**config.mk**
```make
export PLATFORM = sky130hd
export DESIGN_NAME = glob_wildcard_matcher
export DESIGN_NICKNAME = d
export VERILOG_FILES = /design/src/gwm_pkg.sv /design/src/gwm_closure.sv /design/src/gwm_cell.sv /design/src/glob_wildcard_matcher.sv
export SDC_FILE = /design/constraint.sdc
export NUM_CORES = 1
export LEC_CHECK = 0
export ABC_AREA = 1
export BUFFER_PORTS_ARGS = -buffer_cell sky130_fd_sc_hd__buf_4
export CAP_MARGIN = 30
export CORE_MARGIN = 2
export CORE_UTILIZATION = 25
export CTS_BUF_LIST = sky130_fd_sc_hd__clkbuf_2
export DETAILED_ROUTE_END_ITERATION = 8
export MAX_ROUTING_LAYER = met4
export RECOVER_POWER = 50
export REMOVE_ABC_BUFFERS = 1
export SLEW_MARGIN = 20
export SYNTH_ARGS = -nofsm -noshare
export SYNTH_HDL_FRONTEND = slang
export SYNTH_SLANG_ARGS = --single-unit
```
**constraint.sdc**
```tcl
create_clock -name clk -period 3.2 [get_ports clk]
set_clock_uncertainty 0.15 [all_clocks]
set_input_delay 0.64 -clock clk [delete_from_list [all_inputs] [get_ports clk]]
set_output_delay 0.64 -clock clk [all_outputs]
set_load 0.05 [all_outputs]
```
**src/gwm_pkg.sv**
```systemverilog
`timescale 1ns / 1ps

package gwm_pkg;

  // Item kinds carried on in_tuser
  typedef enum logic [1:0] {
    FUNC_CLEAR  = 2'd0,
    FUNC_APPEND = 2'd1,
    FUNC_NAME   = 2'd2,
    FUNC_END    = 2'd3
  } func_t;

  localparam logic [7:0] SYM_ANY_ONE = 8'h3F;  // '?'
  localparam logic [7:0] SYM_ANY_RUN = 8'h2A;  // '*'

  // Broadcast from the top level to every cell
  typedef struct packed {
    logic       restart;  // back to only position zero active
    logic       append;   // write sym at the cell whose index equals the length
    logic       step;     // advance activity by one name byte
    logic [7:0] sym;
  } cell_ctrl_t;

endpackage

```
**src/gwm_closure.sv**
```systemverilog
`timescale 1ns / 1ps

// Star closure over the activity bits: activity runs right across every
// consecutive '*'. Done as one carry chain: generate = star & act,
// propagate = star & ~act, so the adder's carries are the bits reached.
module gwm_closure #(
  parameter int N = 32
) (
  input  logic [N:0]   act,
  input  logic [N-1:0] star,
  output logic [N:0]   closed
);

  logic [N:0] op_a;
  logic [N:0] op_b;
  logic [N:0] sum;
  logic [N:0] carry;

  assign op_a   = {1'b0, star};
  assign op_b   = {1'b0, star & act[N-1:0]};
  assign sum    = op_a + op_b;
  assign carry  = sum ^ op_a ^ op_b;
  assign closed = act | carry;

endmodule

```
**src/gwm_cell.sv**
```systemverilog
`timescale 1ns / 1ps

// One pattern position: its pattern byte and its activity bit.
module gwm_cell #(
  parameter int IDX   = 0,
  parameter int LEN_W = 6
) (
  input  logic               clk,
  input  logic               rst_n,
  input  gwm_pkg::cell_ctrl_t ctrl,
  input  logic [LEN_W-1:0]   pat_len,
  input  logic               closed_self,  // own activity after closure
  input  logic               closed_prev,  // left neighbor after closure
  input  logic               adv_prev,     // left neighbor passes on this byte
  output logic               active,
  output logic               star,
  output logic               adv
);

  logic [7:0] pat_r;
  logic       act_r;
  logic       act_nxt;
  logic       in_use;

  assign in_use = LEN_W'(IDX) < pat_len;
  assign star   = in_use && (pat_r == gwm_pkg::SYM_ANY_RUN);
  // Hand activity to the right neighbor on a byte match
  assign adv    = in_use && (pat_r != gwm_pkg::SYM_ANY_RUN) &&
                  ((pat_r == gwm_pkg::SYM_ANY_ONE) || (pat_r == ctrl.sym));
  assign active = act_r;

  always_comb begin
    act_nxt = act_r;
    if (ctrl.restart) begin
      act_nxt = (IDX == 0);
    end else if (ctrl.step) begin
      act_nxt = (closed_self && star) || (closed_prev && adv_prev);
    end
  end

  always_ff @(posedge clk) begin
    if (!rst_n) begin
      act_r <= (IDX == 0);
    end else begin
      act_r <= act_nxt;
    end
  end

  always_ff @(posedge clk) begin
    if (ctrl.append && (pat_len == LEN_W'(IDX))) begin
      pat_r <= ctrl.sym;
    end
  end

endmodule

```
**src/glob_wildcard_matcher.sv**
```systemverilog
`timescale 1ns / 1ps

// Glob wildcard matcher.
// Input channel (in_*): one beat per item. in_tuser is the item kind:
// clear pattern, append pattern byte, name byte, end of name. in_tdata
// carries the byte for append and name beats and is ignored otherwise.
// Result channel (out_*): one beat per end-of-name beat, with the match
// verdict and the pattern overflow flag (matched is 0 whenever the
// pattern overflowed its PATTERN_LEN byte store).
// Throughput: one input beat per cycle, every kind, while in_tready is
// high. Each pattern position is a cell that updates in parallel; the
// star closure is one carry chain across the row.
// Latency: the verdict appears on out_* the cycle after the end-of-name
// beat is taken.
// Reset (rst_n low, synchronous): pattern empty, overflow flag clear,
// only position zero active, no result pending.
// Stall: the result sits in an output register; while it waits, the
// input keeps taking beats as long as out_tready is high or the register
// is empty. With a result held and out_tready low, in_tready drops.
module glob_wildcard_matcher #(
  parameter int PATTERN_LEN = 32
) (
  input  logic       clk,
  input  logic       rst_n,
  input  logic       in_tvalid,
  output logic       in_tready,
  input  logic [7:0] in_tdata,   // [7:0] symbol
  input  logic [1:0] in_tuser,   // [1:0] func
  output logic       out_tvalid,
  input  logic       out_tready,
  output logic [7:0] out_tdata   // [0] matched, [1] pattern_overflow, [7:2] zero
);

  localparam int LEN_W = $clog2(PATTERN_LEN + 1);

  gwm_pkg::func_t      func;
  gwm_pkg::cell_ctrl_t ctrl;
  logic                in_acc;

  logic [LEN_W-1:0]    len_r;
  logic [LEN_W-1:0]    len_nxt;
  logic                ovf_r;
  logic                ovf_nxt;
  logic                fin_r;     // activity of the position past the end of the store
  logic                fin_nxt;
  logic                full;

  logic [PATTERN_LEN:0]   act;
  logic [PATTERN_LEN:0]   closed;
  logic [PATTERN_LEN-1:0] star;
  logic [PATTERN_LEN-1:0] adv;

  logic                out_vld_r;
  logic                out_match_r;
  logic                out_ovf_r;
  logic                hit;

  assign func      = gwm_pkg::func_t'(in_tuser);
  assign in_tready = !out_vld_r || out_tready;
  assign in_acc    = in_tvalid && in_tready;
  assign full      = (len_r == LEN_W'(PATTERN_LEN));

  assign ctrl.restart = in_acc && ((func == gwm_pkg::FUNC_CLEAR) ||
                                   (func == gwm_pkg::FUNC_END));
  assign ctrl.append  = in_acc && (func == gwm_pkg::FUNC_APPEND) && !full;
  assign ctrl.step    = in_acc && (func == gwm_pkg::FUNC_NAME);
  assign ctrl.sym     = in_tdata;

  // Row of position cells; each takes activity from its left neighbor
  for (genvar i = 0; i < PATTERN_LEN; i++) begin : g_cell
    logic c_prev;
    logic a_prev;
    if (i == 0) begin : g_first
      assign c_prev = 1'b0;
      assign a_prev = 1'b0;
    end else begin : g_rest
      assign c_prev = closed[i-1];
      assign a_prev = adv[i-1];
    end
    gwm_cell #(
      .IDX   (i),
      .LEN_W (LEN_W)
    ) u_cell (
      .clk         (clk),
      .rst_n       (rst_n),
      .ctrl        (ctrl),
      .pat_len     (len_r),
      .closed_self (closed[i]),
      .closed_prev (c_prev),
      .adv_prev    (a_prev),
      .active      (act[i]),
      .star        (star[i]),
      .adv         (adv[i])
    );
  end

  assign act[PATTERN_LEN] = fin_r;

  gwm_closure #(
    .N (PATTERN_LEN)
  ) u_closure (
    .act    (act),
    .star   (star),
    .closed (closed)
  );

  // Verdict: the position right after the last stored byte, post closure
  assign hit = closed[len_r] && !ovf_r;

  always_comb begin
    len_nxt = len_r;
    ovf_nxt = ovf_r;
    fin_nxt = fin_r;
    if (in_acc && (func == gwm_pkg::FUNC_CLEAR)) begin
      len_nxt = '0;
      ovf_nxt = 1'b0;
    end else if (in_acc && (func == gwm_pkg::FUNC_APPEND)) begin
      if (full) begin
        ovf_nxt = 1'b1;
      end else begin
        len_nxt = len_r + LEN_W'(1);
      end
    end
    if (ctrl.restart) begin
      fin_nxt = 1'b0;
    end else if (ctrl.step) begin
      fin_nxt = closed[PATTERN_LEN-1] && adv[PATTERN_LEN-1];
    end
  end

  always_ff @(posedge clk) begin
    if (!rst_n) begin
      len_r <= '0;
      ovf_r <= 1'b0;
      fin_r <= 1'b0;
    end else begin
      len_r <= len_nxt;
      ovf_r <= ovf_nxt;
      fin_r <= fin_nxt;
    end
  end

  // Output register: load on end of name, drop once taken
  always_ff @(posedge clk) begin
    if (!rst_n) begin
      out_vld_r <= 1'b0;
    end else if (in_acc && (func == gwm_pkg::FUNC_END)) begin
      out_vld_r <= 1'b1;
    end else if (out_tready) begin
      out_vld_r <= 1'b0;
    end
  end

  always_ff @(posedge clk) begin
    if (in_acc && (func == gwm_pkg::FUNC_END)) begin
      out_match_r <= hit;
      out_ovf_r   <= ovf_r;
    end
  end

  assign out_tvalid = out_vld_r;
  assign out_tdata  = {6'b0, out_ovf_r, out_match_r};

  // Overflow can only be flagged with the store full
  a_ovf_full: assert property (@(posedge clk) disable iff (!rst_n)
    ovf_r |-> full)
    else $error("overflow flag set with room in the pattern store");

  // Never report a match together with overflow
  a_no_match_ovf: assert property (@(posedge clk) disable iff (!rst_n)
    out_tvalid |-> !(out_tdata[0] && out_tdata[1]))
    else $error("match reported on an overflowed pattern");

  // An end-of-name beat always leaves a result pending
  a_end_result: assert property (@(posedge clk) disable iff (!rst_n)
    (in_tvalid && in_tready && (in_tuser == gwm_pkg::FUNC_END)) |=> out_tvalid)
    else $error("end of name produced no result");

  // Length never runs past the store
  a_len_range: assert property (@(posedge clk) disable iff (!rst_n)
    len_r <= LEN_W'(PATTERN_LEN))
    else $error("pattern length beyond store");

endmodule

```
== Word level (Yosys, flattened, before mapping) ==
Index checks and enable logic that the tools add are counted.
W data, S select, Z words.

* Bits of input ports: 14
* Register bits after elaboration: 299
* Word-level logic and storage cells: 553
* Output and inout port bits: 10

* Magnitude comparators: 33
* Reductions and logical operators: 275
* Mux-type cells: 4
* Equality and inequality tests: 163
* Add/sub/neg operators: 2
* Bitwise operators: 6

{| class="wikitable"
|+ Operators with widths
! cell !! number
|-
| $eq A8 B6 Y1 const B || 64
|-
| $eq A8 B8 Y1 || 32
|-
| $ne A8 B6 Y1 const B || 32
|-
| $logic_and A1 B1 Y1 || 200
|-
| $eq A6 B5 Y1 const B || 16
|-
| $lt A5 B6 Y1 const A || 16
|-
| $xor A33 B32 Y33 || 2
|-
| $logic_or A1 B1 Y1 || 65
|-
| $eq A6 B4 Y1 const B || 8
|-
| $lt A4 B6 Y1 const A || 8
|-
| $add A32 B32 Y33 || 1
|-
| $or A33 B33 Y33 || 1
|-
| $and A32 B32 Y32 || 1
|-
| $eq A6 B3 Y1 const B || 4
|-
| $lt A3 B6 Y1 const A || 4
|-
| $eq A6 B2 Y1 const B || 2
|-
| $lt A1 B6 Y1 const A || 2
|-
| $lt A2 B6 Y1 const A || 2
|-
| $lt A6 B7 Y1 const B || 1
|-
| $add A6 B1 Y6 const B || 1
|-
| $bmux W1 S6 || 1
|-
| $eq A6 B1 Y1 const B || 1
|-
| $eq A6 B6 Y1 const B || 1
|-
| $logic_not A6 Y1 || 1
|-
| other kinds (9) || 17
|}

== Logic depth before layout (Yosys ltp) ==
Gate-level depths: netlist (run 1).

* Depth after elaboration: 10
* Mapped depth: 25
* Depth with buffers taken out: 23

== Cells and area by module ==
Synthesis (run 1) repeated with hierarchy kept, for this count alone.

* Cells, all modules: 2862
* Area total of the unflattened synthesis: 20076.8 µm²

{| class="wikitable"
|+ By module, submodules not included
! module !! instances !! cells each !! area an instance (µm²) !! seq. area each (µm²)
|-
| gwm_closure || 1 || 505 || 2208.4 || 0.0
|-
| glob_wildcard_matcher || 1 || 184 || 1102.3 || 240.2
|-
| gwm_cell at g_cell[27].u_cell ... || 2 || 68 || 523.0 || 260.2
|-
| gwm_cell at g_cell[11].u_cell ... || 2 || 68 || 519.2 || 260.2
|-
| gwm_cell at g_cell[15].u_cell ... || 2 || 65 || 508.0 || 260.2
|-
| gwm_cell at g_cell[22].u_cell || 1 || 75 || 554.3 || 260.2
|-
| gwm_cell at g_cell[20].u_cell || 1 || 72 || 546.8 || 260.2
|-
| gwm_cell at g_cell[24].u_cell || 1 || 73 || 545.5 || 260.2
|-
| gwm_cell at g_cell[16].u_cell || 1 || 72 || 544.3 || 260.2
|-
| gwm_cell at g_cell[8].u_cell || 1 || 72 || 541.8 || 260.2
|-
| gwm_cell at g_cell[17].u_cell || 1 || 71 || 540.5 || 260.2
|-
| gwm_cell at g_cell[2].u_cell || 1 || 70 || 533.0 || 260.2
|-
| gwm_cell at g_cell[4].u_cell || 1 || 70 || 531.8 || 260.2
|-
| gwm_cell at g_cell[26].u_cell || 1 || 70 || 530.5 || 260.2
|-
| 17 more rows || -- || -- || -- || --
|}

== Least setup slack after synthesis (run 1) ==
OpenSTA, ideal clock, no wires.

* Kind: input port to flip-flop
* Start: in out_tready
* End: reg g_cell[4].u_cell.pat_r[0], enable pin
* Stages: 9
* Setup slack: 104 ps
* Buffers on the path: 1
* Setup time: 383 ps
* Data arrival time: 2563 ps
* Data required time: 2667 ps
* Cell sequence: inv_1 > nand2_1 > nand2_1 > inv_1 > nand2_1 > nor2_1 > inv_1 > clkbuf_1 > nor3_1

* Longest elaborated chain between the ends: 5

{| class="wikitable"
|+ Ends and longest elaborated chain
! item !! line !! RTL
|-
| from (decl) || glob_wildcard_matcher.sv:30 || <nowiki>input logic out_tready,</nowiki>
|-
| $logic_or A1 B1 Y1 || glob_wildcard_matcher.sv:59 || <nowiki>assign in_tready = !out_vld_r || out_tready;</nowiki>
|-
| net in_tready || glob_wildcard_matcher.sv:26 || <nowiki>output logic in_tready,</nowiki>
|-
| $logic_and A1 B1 Y1 || glob_wildcard_matcher.sv:60 || <nowiki>assign in_acc = in_tvalid && in_tready;</nowiki>
|-
| $logic_and A1 B1 Y1 (2 in series) || glob_wildcard_matcher.sv:65 || <nowiki>assign ctrl.append = in_acc && (func == gwm_pkg::FUNC_APPEND) && !full;</nowiki>
|-
| $logic_and A1 B1 Y1 || gwm_cell.sv:50 || <nowiki>if (ctrl.append && (pat_len == LEN_W'(IDX))) begin</nowiki>
|-
| to (signal assigned) || gwm_cell.sv:51 || <nowiki>pat_r <= ctrl.sym;</nowiki>
|-
| to (decl) || gwm_cell.sv:20 || <nowiki>logic [7:0] pat_r;</nowiki>
|}

The timed path passes the listed nets, and every way through them passes these cells.
A chain may end at the register's enable or synchronous reset.

== Worst setup path in the final report (run 1) ==
* Start: reg len_r[0]
* End: reg g_cell[22].u_cell.pat_r[5], enable pin

* Longest elaborated chain between the ends: 4
* Elaborated cells on any way between the ends: 5
* Classes of those cells: eq/ne: 2; reduce/logical: 3

{| class="wikitable"
|+ Ends and longest elaborated chain
! item !! line !! RTL
|-
| from (decl) || glob_wildcard_matcher.sv:40 || <nowiki>logic [LEN_W-1:0] len_r;</nowiki>
|-
| from (signal assigned) || glob_wildcard_matcher.sv:137 || <nowiki>len_r <= len_nxt;</nowiki>
|-
| $eq A6 B6 Y1 || glob_wildcard_matcher.sv:61 || <nowiki>assign full = (len_r == LEN_W'(PATTERN_LEN));</nowiki>
|-
| $logic_not A1 Y1 || glob_wildcard_matcher.sv:65 ||
|-
| $logic_and A1 B1 Y1 || glob_wildcard_matcher.sv:65 ||
|-
| $logic_and A1 B1 Y1 (*) || gwm_cell.sv:50 ||
|-
| to (signal assigned) || gwm_cell.sv:51 ||
|-
| to (decl) || gwm_cell.sv:20 ||
|}

Mark *: on every way between the ends. The rest lies on a longest branch, timed or not.

==> run metrics, run 1 <==
number of global-route vias before repair=16900; path type of the worst min-delay path=primary input to flip-flop; TritonCTS clock tree=done; CTS clock-pin slew for the worst setup and hold paths=0.11 ns; Comb pwr share=8.6%; status=complete, but fails checks; reg2reg start=len_r[0]; largest cells by area after synthesis=edfxtp_1 41%, nand2_1 13%, nor2_1 6.0%, inv_1 5.4%, nand3_1 4.4%; post-synth top area share=40.6%; Synth Flop Type=edfxtp_1; violated checks=max-capacitance violations, max-slew violations; Peak Freq=320 MHz; final WL=61600 µm; via count=17600; EDFF count, synth=258; NetSw=2.13 mW; sequential power share=55.8%; cts bufs inserted=82; vias per inst=4.76; LEAKAGE=8.92 nW; actual slew at the worst max-slew pin=1.60 ns; nets=2669; Synth warnings=0; post-place setup slack=-0.0247 ns; routability cong.=0.989; final hold violation count=0; die area=78600 µm²; worst endpoint required time=3.74 ns; Die Height=280 µm; maximum VDD drop=0.000156 V; placed cell areas=21400 µm²; Critical Path Sink Type=flip-flop; Root Buffer=clkbuf_2; Syn Area/Cell=7.80 µm²; Clk network pwr share=35.7%; Worst-Skew Late Latency=1.09 ns; routed len/inst=16.7 µm; wire length on met3=3610 µm; Min-Delay Endpoint=g_cell[5].u_cell.pat_r[4]; Net Sw Frac=27.7%; crit path launch type=flip-flop; largest net degree at the start of global routing=55; Final WS setup=0.0791 ns; cells after synthesis=2448; min Tclk post-route=3.12 ns; crit-path max FO=8; setup TNS=0 ns; Worst R2R Path Depth=9; PortBufs=17; global-route wire length before repair=95100 µm; async set-reset flop share out of synthesis=0%; starting density of the core=25.2%; CP arrival=3.66 ns; R2R Path End=g_cell[22].u_cell.pat_r[5]; core outline area=75800 µm²; remaining global-route overflow=0; Die Wd=280 µm; period utilisation layout=97.5%; clock sink total=299; Post-Route M1 WL=27900 µm; WL met2=28600 µm; hold path startpoint=in_tdata[4]; post-route cell area=22400 µm²; hold path cells=2; Fillers=8195; max-cap viol count=2; Setup CP Type=flip-flop to flip-flop; Power Dens Cells=341 nW/µm²; Tot GR Track Use=16.0%; Int Power=5.54 mW; H-tree Lvls=3; Cell Area, Synth=19100 µm²; Core Util, Final=29.6%; number of synthesized register bits=299; Distinct cells, synth=65; hpwl dp=44100 µm; top routing layer in use=met4; row cnt=101; antenna violations before repair=1; Slew headroom=-6.35%; I/O pins=24; drc violations=0; remaining antenna violation count after routing=0; sequential fraction of the synthesis area=44.9%; area added between synthesis and finish=17.5%; Final Max Slew Viols=84; first-pass detailed-route iteration total=6; initial drt markers=1455; area leader, netlist=edfxtp_1; R2R Setup Slk=0.08 ns; clk buf depth=3; Final Setup Violations=0; share of cells above drive strength 1=18.5%
## through the flow
step | hold slack [ns] | total power, mW | std cells
3_3_place_gp | 0.280 | 5.01 | 3521
2_1_floorplan | 0.258 | 4.65 | 2378
6_report | 0.247 | 7.66 | 3691
4_1_cts | 0.0865 | 7.80 | 3687
3_5_place_dp | 0.267 | 5.02 | 3521
5_1_grt | 0.161 | 8.04 | 3691
## worst max-delay path: stages (launching register included)
cell and delay [ns]:
dfxtp_2 0.36, inv_1 0.06, ha_2 0.21, buf_6 0.14, nand2_1 0.14, nor3_1 0.13, nor2_1 0.39, nand2_1 0.47
nor3_1 0.43, buf_4 0.25
## repair_timing
item,in CTS,in global routing
pin swaps,0,9
hold buffers,17,0
setup buffers,0,3
hold endpoints to repair,239,0
resized for setup,3,72
setup endpoints to repair,1,18
## cell usage after synthesis, types with 4 or more instances
cell,n
a21oi_1,65
a221oi_1,7
a31oi_1,5
buf_1,7
buf_2,7
buf_4,10
buf_6,5
clkbuf_1,45
clkinv_1,5
dfxtp_1,41
edfxtp_1,258
ha_1,8
inv_1,274
inv_2,15
nand2_1,651
nand2_2,21
nand3_1,168
nand3_2,11
nand3b_1,4
nand4_1,102
nor2_1,306
nor2_2,17
nor2_4,8
nor3_1,45
nor4_1,22
o2111ai_1,17
o211ai_1,17
o21a_1,4
o21ai_0,42
o21ai_1,4
o21bai_1,4
o221ai_1,10
o32ai_1,8
o41ai_1,7
or2_2,76
xnor2_1,91
xor2_1,15
## layer usage
metal	vias up	global-route usage, %
li1	8634	-
met1	8297	20.5
met2	546	25.7
met3	97	2.32
met4	0	5.84
met5	-	-
## worst max-delay path by stage
stage / from / end / slack (ns)
6_report: len_r[0] / g_cell[22].u_cell.pat_r[5] / 0.08
5_1_grt: len_r[0] / out_match_r / -0.02
4_1_cts: len_r[0] / out_match_r / 0.006
3_5_place_dp: len_r[0] / out_match_r / -0.02
3_3_place_gp: len_r[3] / out_match_r / -0.06
2_1_floorplan: len_r[0] / out_match_r / 0.03
## placed cells by master, fill, tap and decap left out, types with 22 or more instances in the layout
cell and n:
a21oi_1 63, xnor2_1 91, nand2_2 34, edfxtp_1 258
clkbuf_1 22, clkbuf_2 121, clkinv_1 29, nand4_1 102
buf_4 127, nor2_2 34, nand2_1 637, nor2_1 283
or2_2 76, inv_1 272, dfxtp_1 36, nand3_1 158
o21ai_0 40, nor3_1 43
## kinds of logic (layout without fill, tap and decap cells)
family	after synthesis	in the layout	share of synthesized area [%]
AND/OR/NAND/NOR	1445	1445	34.2
XOR/XNOR	106	106	4.86
AO/OA/AOI/OAI	217	217	7.67
flip-flops	299	299	44.9
adder cells (fa/ha/maj)	8	8	0.524
buffers and inverters	372	631	7.85
other	1	7	0.0196
## flip-flops by register name, indices dropped and copies added (netlist names)
register,flops
g_cell.u_cell.pat_r,256
g_cell.u_cell.active,32
len_r,6
fin_r,1
out_match_r,1
out_ovf_r,1
out_tvalid,1
ovf_r,1
## final cells by class
| class | instances | area (µm²) | area share, % |
|---|---|---|---|
| Clock buffer | 118 | 591 | 2.63 |
| Sequential cell | 299 | 8570 | 38.2 |
| Multi-Input combinational cell | 1782 | 9280 | 41.4 |
| Antenna cell | 1 | 2.50 | 0.0111 |
| Timing Repair Buffer | 185 | 1500 | 6.68 |
| Inverter | 297 | 1120 | 5.00 |
| Tap cell | 978 | 1220 | 5.45 |
| Clock inverter | 31 | 149 | 0.663 |
## power by group through the flow
stage                     clock network, mW  registers [mW]  logic (mW)
after detailed placement                  0            4.36       0.659
after global placement                    0            4.36       0.655
after global routing                   3.05            4.28       0.712
final                                  2.73            4.27       0.658
after CTS                              2.86            4.27       0.676
after floorplan                           0            4.36       0.294
(Power assumes the default switching activity.)
==> run 2: changes to the inputs <==
--- a/config.mk
+++ b/config.mk
@@ -10,11 +10,10 @@
 export CAP_MARGIN = 30
 export CORE_MARGIN = 2
 export CORE_UTILIZATION = 25
-export CTS_BUF_LIST = sky130_fd_sc_hd__clkbuf_2
 export DETAILED_ROUTE_END_ITERATION = 8
+export GPL_TIMING_DRIVEN = 0
 export MAX_ROUTING_LAYER = met4
 export RECOVER_POWER = 50
-export REMOVE_ABC_BUFFERS = 1
 export SLEW_MARGIN = 20
 export SYNTH_ARGS = -nofsm -noshare
 export SYNTH_HDL_FRONTEND = slang
==> run 2 against run 1 <==
  * The run ends with negative setup slack left
  * Hold slack worse by 0.12 ns
  * Non-clock buffer count is 46 lower
  * Count of clock-buffer cells in the layout is 71 lower
  * Global-route usage is 3.0 points higher
  * Via count is 2.8% higher
  * Fmax is 7.4% lower
  * Setup slack worse by 0.25 ns
  * Sequential cell count stayed put
  * Combinational power is 12% higher
  * Register-to-register slack worse by 0.25 ns
  * Die area stayed put
  * First-iteration DRC count is 39% higher
  * Critical endpoint is now out_match_r
==> run metrics, run 2 (same netlist as run 1, synthesis figures left out) <==
status=complete, but fails checks; violated checks=negative setup slack; NetSw=2.32 mW (+8.9%); Die Height=280 µm (unchanged); cts bufs inserted=37 (-55%); Clk network pwr share=45.0% (+9.3 points); CP dominant cell by count=nand2_1; Comb pwr share=8.1% (-0.5 points); antenna violations before repair=1 (unchanged); CP arrival=3.62 ns (-0.04 ns); RSZ-0062 raised after global routing=yes; max reg flops=256 (unchanged); period utilisation layout=105% (+7.8 points); global-route wire length before repair=107000 µm (+13%); routability cong.=1.01 (+2.5%); WL met2=32500 µm (+13%); Worst-Skew Late Latency=0.58 ns (-0.51 ns); maximum VDD drop=0.000332 V (+110%); Most flops, register=g_cell.u_cell.pat_r; routed len/inst=20.8 µm (+24%); Setup CP Type=flip-flop to flip-flop; Post-Route M1 WL=30500 µm (+9.1%); crit-path max FO=5 (-3); vias per inst=5.07 (+6.6%); Final Setup Violations=2 (+2); remaining global-route overflow=0 (unchanged); crit path launch type=flip-flop; remaining antenna violation count after routing=0 (unchanged); min Tclk post-route=3.37 ns (+0.249 ns); I/O pins=24 (unchanged); clk buf depth=3 (unchanged); Peak Freq=297 MHz (-7.4%); H-tree Lvls=2 (-1); first-pass detailed-route iteration total=6 (unchanged); nets=2578 (-3.4%); critical path's slowest cell=dfxtp_4; row cnt=101 (unchanged); clock sink total=299 (unchanged); number of global-route vias before repair=16800 (-0.37%); PortBufs=17 (unchanged); wire length on met3=7710 µm (+110%); sequential power share=46.9% (-8.9 points); top routing layer in use=met4; share of cells above drive strength 1=17.2% (-1.2 points); die area=78600 µm² (unchanged); max-cap viol count=0 (-2); Worst path max stage delay=0.38 ns (-0.09 ns); area added between synthesis and finish=19.2%; CTS clock-pin slew for the worst setup and hold paths=0.07 ns (-0.04 ns); Final WS setup=-0.170 ns (-0.249 ns); worst endpoint required time=3.45 ns (-0.29 ns); core outline area=75800 µm² (unchanged); Fillers=8035 (-2.0%); Tot GR Track Use=19.0% (+3.0 points); initial drt markers=2016 (+39%); Power Dens Cells=400 nW/µm² (+17%); LEAKAGE=8.75 nW (-1.9%); hold path startpoint=rst_n; via count=18100 (+2.8%); starting density of the core=25.2% (unchanged); TritonCTS clock tree=done; actual slew at the worst max-slew pin=1.05 ns (-0.546 ns); Root Buffer=clkbuf_16; reg2reg start=len_r[0]; Worst Path Buf+Inv=4 (+1); dpl cells=3457 (-1.8%); final WL=73900 µm (+20%); hpwl dp=53100 µm (+20%); commonest non-fill, non-tap cells in the layout=624 x nand2_1, 271 x inv_1, 261 x nor2_1; Finished Layout Cells=3559 (-3.6%); delay-heaviest family, CP=simple AND/OR/NAND/NOR gates; Int Power=6.80 mW (+23%); Final Max Slew Viols=0 (-100%); CP Cell Sequence=inv_4 > buf_6 > ha_4 > buf_6 > o21ai_4 > nand3_4 > nor2_8 > nand2_4 > buf_4 > nor3_2 > a21oi_1 > nand2_4 > nor2_1 > nand2_1 > nand2_1 > nor2_1 > nand2_1 > nand2_1 > nand2_1 > nor2_1 > nand2_1 > a21oi_4; largest net degree at the start of global routing=38 (-31%); Slew headroom=30.0% (+36 points); CP Launch Point=len_r[0]; drc violations=0 (unchanged); final hold violation count=0 (unchanged); commonest non-fill, non-tap cell in the layout=nand2_1; post-place setup slack=-1.32 ns (-1.29 ns); path type of the worst min-delay path=primary input to flip-flop; Net Sw Frac=25.4% (-2.3 points); Critical Path Sink Type=flip-flop; Die Wd=280 µm (unchanged)
## run 2: what timing repair did
item / CTS / global route
pin swaps: 31 / 32
setup buffers: 18 / 17
gates resized for setup: 107 / 110
endpoints found under the setup margin: 233 / 164
hold buffers: 0 / 0
cloned: 1 / 0
## run 2: tightest hold or removal path: cells and delay by family
family,cells,cell delay (ns)
buf+inv,2,0.13
simple gates,1,0.05
## run 2: path summary, 6_finish.rpt
| check | to | slack, ns | depth (start not counted) |
|---|---|---|---|
| min | out_tvalid | 0.13 | 3 |
| max | out_match_r | -0.17 | 22 |
| min reg2reg | out_ovf_r | 0.29 | 0 |
| max reg2reg | out_match_r | -0.17 | 22 |
## run 2: area by class of cell
class / instances / area [µm²] / area share (%)
Inverter: 297 / 1130 / 4.97
Tap cell: 978 / 1220 / 5.38
Antenna cell: 1 / 2.50 / 0.0110
Multi-Input combinational cell: 1782 / 9680 / 42.5
Sequential cell: 299 / 8580 / 37.7
Timing Repair Buffer: 65 / 568 / 2.50
Buffer: 74 / 447 / 1.96
Clock inverter: 16 / 146 / 0.643
Clock buffer: 47 / 985 / 4.33
## run 2: power by group through the flow
| stage | logic [mW] | registers, mW | clock network, mW |
|---|---|---|---|
| detailed placement | 0.670 | 4.36 | 0 |
| CTS | 0.705 | 4.27 | 4.15 |
| finish | 0.735 | 4.28 | 4.11 |
| floorplan | 0.355 | 4.35 | 0 |
| global placement | 0.657 | 4.36 | 0 |
| global route | 0.773 | 4.28 | 4.28 |
## run 2: stage by stage
| step | hold WS [ns] | setup TNS [ns] | total power [mW] | instance area, µm² | util, % |
|---|---|---|---|---|---|
| final | 0.131 | -0.187 | 9.12 | 22800 | 30.0 |
| after floorplan | 0.258 | 0 | 4.71 | 19100 | - |
| after CTS | 0.111 | -0.0934 | 9.13 | 22200 | 29.3 |
| after global routing | 0.138 | -2.16 | 9.33 | 22800 | 30.0 |
| after detailed placement | 0.284 | -68.72 | 5.03 | 20600 | 27.1 |
| after global placement | 0.271 | -91.56 | 5.01 | 20500 | 27.0 |
## run 2: metal layers
metal	vias up	track usage, %
met5	-	-
met3	206	4.21
met1	8495	24.2
li1	8393	-
met4	0	8.36
met2	966	28.9
==> run 3: changes to the inputs <==
--- a/config.mk
+++ b/config.mk
@@ -6,11 +6,11 @@
 export NUM_CORES = 1
 export LEC_CHECK = 0
 export ABC_AREA = 1
-export BUFFER_PORTS_ARGS = -buffer_cell sky130_fd_sc_hd__buf_4
 export CAP_MARGIN = 30
 export CORE_MARGIN = 2
 export CORE_UTILIZATION = 25
 export DETAILED_ROUTE_END_ITERATION = 8
+export DONT_BUFFER_PORTS = 1
 export GPL_TIMING_DRIVEN = 0
 export MAX_ROUTING_LAYER = met4
 export RECOVER_POWER = 50
==> run 3 against run 2 <==
  * Highest routed layer unchanged
  * Cell count decreased by 0.84%
  * Routed wire length shrank 0.96%
  * The run still ends with negative setup slack left
  * Largest power group is now clock
  * Fmax down 0.92%
  * Critical endpoint unchanged
==> run metrics, run 3 (same netlist as run 1, synthesis figures left out) <==
clock sink total=299 (unchanged); Most flops, register=g_cell.u_cell.pat_r; actual slew at the worst max-slew pin=1.01 ns (-0.0412 ns); row cnt=101 (unchanged); Final WS setup=-0.201 ns (-0.0312 ns); maximum VDD drop=0.000322 V (-3.0%); crit-path max FO=8 (+3); commonest non-fill, non-tap cells in the layout=633 x nand2_1, 272 x inv_1, 258 x edfxtp_1; Worst-Skew Late Latency=0.59 ns (about the same); area added between synthesis and finish=17.7%; CP dominant cell by count=nand2_1; setup TNS=-8.78 ns (-8.59 ns); hpwl dp=53300 µm (+0.45%); share of cells above drive strength 1=15.9% (-1.3 points); commonest non-fill, non-tap cell in the layout=nand2_1; Register Area=8580 µm² (unchanged); RSZ-0062 raised after global routing=yes; Worst path max stage delay=0.37 ns (about the same); Fillers=8032 (-0.037%); max-cap viol count=0 (unchanged); routed len/inst=20.8 µm (-0.11%); routing usage on met3=5.00% (+0.80 points); Slew headroom=32.8% (+2.7 points); period utilisation layout=106% (+0.97 points); Worst Path Buf+Inv=3 (-1); routability cong.=1.01 (-0.11%); via count=17800 (-1.4%); Setup CP Type=flip-flop to flip-flop; PortBufs=0 (-17); remaining global-route overflow=0 (unchanged); Power Dens Cells=409 nW/µm² (+2.1%); max reg flops=256 (unchanged); status=complete, but fails checks; Most Crowded Layer GR=met2; final WL=73200 µm (-0.96%); core outline area=75800 µm² (unchanged); delay-heaviest family, CP=simple AND/OR/NAND/NOR gates; Root Buffer=clkbuf_16; Die Height=280 µm (unchanged); remaining antenna violation count after routing=0 (unchanged); antenna violations before repair=1 (unchanged); Final Max Slew Viols=0 (unchanged); crit path launch type=flip-flop; min Tclk post-route=3.40 ns (+0.0312 ns); LEAKAGE=8.52 nW (-2.7%); first-pass detailed-route iteration total=5 (-1); number of global-route vias before repair=16400 (-2.5%); Critical Path Sink Type=flip-flop; CP Cell Sequence=buf_8 > inv_8 > ha_4 > buf_8 > o21ai_4 > nand3_4 > nor2_8 > nand4_1 > nor2_2 > and2_1 > nand2_1 > nand3_2 > nand2_1 > nand3_1 > nand2_1 > nand2_1 > nand2_1 > nand2_1 > nand2_1 > a21oi_4; CP arrival=3.66 ns (+0.04 ns); Worst Hold Slack=0.0127 ns (-0.119 ns); H-tree Lvls=2 (unchanged); path type of the worst min-delay path=primary input to flip-flop; TritonCTS clock tree=done; cts bufs inserted=37 (unchanged); vias per inst=5.05 (-0.57%); clk buf depth=3 (unchanged); met2 GRT Util=28.2% (-0.72 points); area of the multi-input gates=9560 µm² (-1.3%); Final Setup Violations=169 (+167); CTS clock-pin slew for the worst setup and hold paths=0.06 ns (about the same); final hold violation count=0 (unchanged); largest net degree at the start of global routing=38 (unchanged); worst endpoint required time=3.46 ns (about the same); starting density of the core=25.2% (unchanged); global-route wire length before repair=106000 µm (-0.93%); initial drt markers=1906 (-5.5%); Die Wd=280 µm (unchanged); I/O pins=24 (unchanged); drc violations=0 (unchanged); Tot GR Track Use=18.9% (-0.11 points); violated checks=negative setup slack; Peak Freq=294 MHz (-0.92%); GR Layer Usage met1=24.5% (+0.30 points); critical path's slowest cell=dfxtp_4; die area=78600 µm² (unchanged); nets=2547 (-1.2%)
==> run 3: through the flow <==
| step | instance area [µm²] | total power [mW] | setup slack, ns | cells | util (%) |
|---|---|---|---|---|---|
| final | 22500 | 9.19 | -0.201 | 3529 | 29.6 |
| after global routing | 22500 | 9.42 | -0.289 | 3529 | 29.6 |
| after CTS | 22100 | 9.20 | -0.223 | 3513 | 29.1 |
| after detailed placement | 20500 | 4.92 | -1.15 | 3439 | 27.0 |
| after global placement | 20300 | 4.91 | -1.19 | 3431 | 26.8 |
| after floorplan | 19100 | 4.71 | 0.104 | 2453 | - |
==> run 3: final timing paths <==
path               start                          to  slack (ns)  cells past startpoint
max reg2reg     len_r[1]                 out_match_r       -0.20                     20
min          in_tdata[1]  g_cell[20].u_cell.pat_r[1]        0.01                      0
min reg2reg        ovf_r                   out_ovf_r        0.30                      0
max             len_r[1]                 out_match_r       -0.20                     20
==> run 3: power by group <==
group	internal, mW	total [mW]	switching [mW]
logic	0.187	0.613	0.426
clock network	2.48	4.30	1.82
registers	4.25	4.28	0.0263
total	6.91	9.19	2.27
==> run 3: worst register-to-register path, cell delays in order (launching register included) <==
cell     delay [ns]
dfxtp_4        0.37
buf_8          0.12
inv_8          0.05
ha_4           0.17
buf_8          0.14
o21ai_4        0.27
nand3_4        0.21
nor2_8         0.19
nand4_1        0.22
nor2_2         0.19
and2_1         0.15
nand2_1        0.17
nand3_2        0.18
nand2_1        0.07
nand3_1        0.08
nand2_1        0.06
nand2_1        0.06
nand2_1        0.05
nand2_1        0.05
nand2_1        0.08
a21oi_4        0.19
==> run 3: area by class of cell <==
cell class	count	area share [%]
Multi-Input combinational cell	1782	42.5
Sequential cell	299	38.2
Tap cell	978	5.44
Inverter	297	5.04
Clock buffer	40	4.17
Buffer	72	1.80
Timing Repair Buffer	36	1.61
Clock inverter	24	1.26
Antenna cell	1	0.0111
==> run 3: what timing repair did <==
item	CTS	global route
hold buffers	1	0
endpoints found under the setup margin	272	212
cloned	0	1
pin swaps	13	22
resized for setup	86	82
hold endpoints to repair	1	0
buffers inserted	11	14
==> run 3: metal layers <==
metal	share of wire (%)	up-vias
li1	-	8318
met1	42	8393
met2	43	908
met3	11	186
met4	4.1	0
met5	0	-
